### src/hw/rtl/segi_queue.sv
// Small register FIFO used between the front and back halves and at the output.
// Depends on nothing but its parameters.
module segi_queue #(
    parameter int W     = 8,
    parameter int DEPTH = 4
) (
    input  logic         clk,
    input  logic         rst_n,
    input  logic         push,
    input  logic [W-1:0] din,
    output logic         full,
    input  logic         pop,
    output logic [W-1:0] dout,
    output logic         empty
);
    localparam int AW = (DEPTH > 1) ? $clog2(DEPTH) : 1;

    logic [W-1:0]  mem_reg [DEPTH];
    logic [AW-1:0] wr_reg, wr_next;
    logic [AW-1:0] rd_reg, rd_next;
    logic [AW:0]   cnt_reg, cnt_next;
    logic          do_push, do_pop;

    assign full    = (cnt_reg == (AW+1)'(DEPTH));
    assign empty   = (cnt_reg == '0);
    assign do_push = push && !full;
    assign do_pop  = pop && !empty;
    assign dout    = mem_reg[rd_reg];

    always_comb
    begin
        wr_next  = wr_reg;
        rd_next  = rd_reg;
        cnt_next = cnt_reg;
        if (do_push)
        begin
            wr_next = (wr_reg == AW'(DEPTH - 1)) ? '0 : wr_reg + 1'b1;
        end
        if (do_pop)
        begin
            rd_next = (rd_reg == AW'(DEPTH - 1)) ? '0 : rd_reg + 1'b1;
        end
        if (do_push && !do_pop)
        begin
            cnt_next = cnt_reg + 1'b1;
        end
        else if (do_pop && !do_push)
        begin
            cnt_next = cnt_reg - 1'b1;
        end
    end

    always_ff @(posedge clk or negedge rst_n)
    begin
        if (!rst_n)
        begin
            wr_reg  <= '0;
            rd_reg  <= '0;
            cnt_reg <= '0;
        end
        else
        begin
            wr_reg  <= wr_next;
            rd_reg  <= rd_next;
            cnt_reg <= cnt_next;
        end
    end

    always_ff @(posedge clk)
    begin
        if (do_push)
        begin
            mem_reg[wr_reg] <= din;
        end
    end

endmodule

### config.mk
export PLATFORM = sky130hd
export DESIGN_NAME = segi_queue
export DESIGN_NICKNAME = d
export VERILOG_FILES = /design/src/hw/rtl/segi_queue.sv
export SDC_FILE = /design/constraint.sdc
export NUM_CORES = 1
export LEC_CHECK = 0
export BUFFER_PORTS_ARGS = -buffer_cell sky130_fd_sc_hd__buf_2
export CAP_MARGIN = 40
export CORE_MARGIN = 2
export CORE_UTILIZATION = 55
export DETAILED_ROUTE_END_ITERATION = 16
export GPL_TIMING_DRIVEN = 1
export PLACE_DENSITY = 0.77
export SYNTH_ARGS = -nofsm -noshare
export SYNTH_HDL_FRONTEND = slang
export SYNTH_SLANG_ARGS = --single-unit
### constraint.sdc
create_clock -name clk -period 2 [get_ports clk]
set_input_delay 0.2 -clock clk [delete_from_list [all_inputs] [get_ports clk]]
set_output_delay 0.2 -clock clk [all_outputs]
set_load 0.02 [all_outputs]
==> flow_summary.toml <==
[pwr]
ir_drop_mv = 1.02
total_power_uw = 2740
p_leak_uw = 0.000710
p_per_area_mw_per_mm2 = 1470

[worst_setup_path]
crit_path_start_kind = "flip-flop"
critical_path_arrival_ns = 2.16
cpMaxStageDelayCell = "dfrtp_2"
reg2reg_from = "cnt_reg[0]"
max_stage_delay_ns = 0.45
r2r_slack_ns = 0.07
crit_chain = "buf_4 -> nor3b_4 -> nor2b_2 -> ha_2 -> inv_1 -> fa_2 -> mux2_2"
r2r_cells = 7
crit_type = "reg -> reg"
crit_path_end_kind = "flip-flop"
cp_max_fo = 3
cp_num_buf_inv = 2
rr_endpoint = "cnt_reg[1]"
worst_ep_required_time_ns = 2.22
cp_top_family = "adder cells"

[global_route]
grt_use_total_pct = 18.3
grt_first_pass_wirelength_um = 4270
grt_start_max_net_pins = 13
grt_pass1_vias = 874
grt.overflow.total = 0
antenna_found_initial = 0

[routing]
first_pass_iters = 3
finalWirelength_um = 2510
drt-vias-per-instance = 5.56
drt_iter0_drc = 8
drc_errors = 0
wl_per_cell_um = 17.8
ant_nets = 0
vias = 784

[hold_path]
hold_path.startpoint = "din[0]"
min_path_cells = 1
min_path_type = "in -> reg"
min_to = "mem_reg[1][0]"

[timing]
relSlewSlack_pct = 72.2
slew_viol_final = 0
fmax_mhz = 517
setup_violations = 0
finalHoldViolations = 0
skew_ns = 0.0165
worst_pin_slew_ns = 0.417
min_period_ns = 1.93
rsz0062_at_grt = "true"
fin_tns_setup_ns = 0
finalCritPeriodShare_pct = 96.6

[die]
core_sq_mm = 0.00278
initial_utilization_pct = 58.3
placementRows = 19
die_height_um = 58.3
dieArea_sq_mm = 0.00340
die_w_um = 58.3
num_io_pins = 22

[job]
maxCapViolations = 0

[clock_network]
clk_latency_ns = 0.34
clock_path_buffers = 2
cts.clk_slew.worst_paths_ns = 0.12
cts-root-buf = "clkbuf_4"
cts_tree = "done"
htreeDepth = 2
clkSinkCount = 39
cts_made_buffers = 5

[final_layout]
drive_above_1_share_pct = 53.6
final_core_util_pct = 67.1
num_antenna_cells = 0
fin_nets = 128
final_cell_area_sq_mm = 0.00187
largest_reg_flops = 32
syn_to_final_growth_pct = 15.1

[logic_synthesis]
synth_cells = 79
synth_edf_count = 32
synth_fp_nets = 98
synth-xor-area-share_pct = 1.62
synth-simple-area-share_pct = 5.41
yosysSeqAreaShare_pct = 70.1
synthDominantCellAreaShare_pct = 59.3
muxShareOfSynthArea_pct = 15.1
synthAdderAreaFrac_pct = 5.87
yosys.cell_count.top_type = "edfxtp_1"
syn-cell-area_sq_mm = 0.00162
ys_top_cells_by_count = "32 x edfxtp_1, 8 x mux4_2, 7 x dfrtp_1"
yosys-top-cells-area = "edfxtp_1 59%, mux4_2 11%, dfrtp_1 11%"
synth.distinct_cells = 19
syn_avg_cell_area_sq_um = 20.5
synth-seq-cells = 39
yosysWarnings = 0
synth_top_family_by_area = "multiplexers"
synth_compound_area_share_pct = 0
yosysTopAreaCell = "edfxtp_1"
ys.flop_type = "edfxtp_1"
async_reset_ff_share_pct = 17.9

[placement]
dpl-instance-area_sq_mm = 0.00177
place_congestion = 0.679
portBuffers = 21
dpl.hpwl_um = 1710

[outcome]
status = "finished clean"
-- cells by family (layout without fill, tap and decap cells) --
kind of cell / count (synthesis) / in the layout
mux: 13 / 13
xor+xnor: 3 / 3
buf+inv: 6 / 37
simple gates: 11 / 11
flops: 39 / 39
fa+ha+maj: 7 / 7
-- how the worst max path moves through the flow --
stage / startpoint / to / depth (start not counted)
floorplan: cnt_reg[0] / cnt_reg[1] / 7
global placement: cnt_reg[1] / cnt_reg[2] / 8
detailed placement: cnt_reg[1] / cnt_reg[2] / 8
CTS: cnt_reg[1] / cnt_reg[2] / 8
global route: cnt_reg[0] / cnt_reg[1] / 7
finish: cnt_reg[0] / cnt_reg[1] / 7
-- placed cells by master (no fill, tap or decap), drive strengths merged --
| cell | count |
|---|---|
| and2 | 4 |
| buf | 25 |
| clkbuf | 7 |
| clkinv | 1 |
| dfrtp | 7 |
| dlygate4sd3 | 1 |
| edfxtp | 32 |
| fa | 1 |
| ha | 6 |
| inv | 3 |
| mux2 | 5 |
| mux4 | 8 |
| nand2b | 1 |
| nor2 | 3 |
| nor2b | 1 |
| nor3 | 1 |
| nor3b | 1 |
| xnor2 | 1 |
| xor2 | 2 |
-- routing by layer --
| metal | share of wire [%] | track usage [%] |
|---|---|---|
| met5 | 0 | 0 |
| met4 | 1.9 | 7.97 |
| met3 | 3.9 | 6.92 |
| met2 | 52 | 30.3 |
| met1 | 42 | 21.4 |
-- per-stage QoR --
stage / hold WS [ns] / std cells / setup slack [ns]
after global placement: 0.0430 / 129 / 0.137
after floorplan: -0.0956 / 79 / 0.000268
final: 0.0620 / 141 / 0.0672
after CTS: 0.0514 / 138 / 0.0502
after global routing: 0.0480 / 141 / -0.0133
after detailed placement: 0.0483 / 129 / 0.0436
-- layout make-up --
type | instances | area (sq um)
tap | 31 | 38.8
sequential | 39 | 1140
clock buffer | 7 | 55.1
multi-input combinational | 34 | 469
inverter | 3 | 11.3
timing repair buffer | 26 | 145
clock inverter | 1 | 5.00
fill | 194 | 916
-- worst reg2reg max path: stages (launching register included) --
cell	delay (ns)
dfrtp_2	0.45
buf_4	0.15
nor3b_4	0.21
nor2b_2	0.07
ha_2	0.19
inv_1	0.06
fa_2	0.43
mux2_2	0.26
-- timing repair --
action                                  CTS  global route
hold endpoints to repair                  7             0
gates resized for setup                   1             3
pin swaps                                 0             2
gates cloned                              0             0
endpoints found under the setup margin    8             1
setup buffers                             0             3
hold buffers                              1             0
-- where the power goes --
part	leakage [uW]	total, uW	internal (uW)	switching, uW
clock	0.0000353	410	170	239
sequential	0.000371	1300	1110	193
combinational	0.000303	1030	536	496
total	0.000710	2740	1810	928
(Power assumes the default switching activity.)
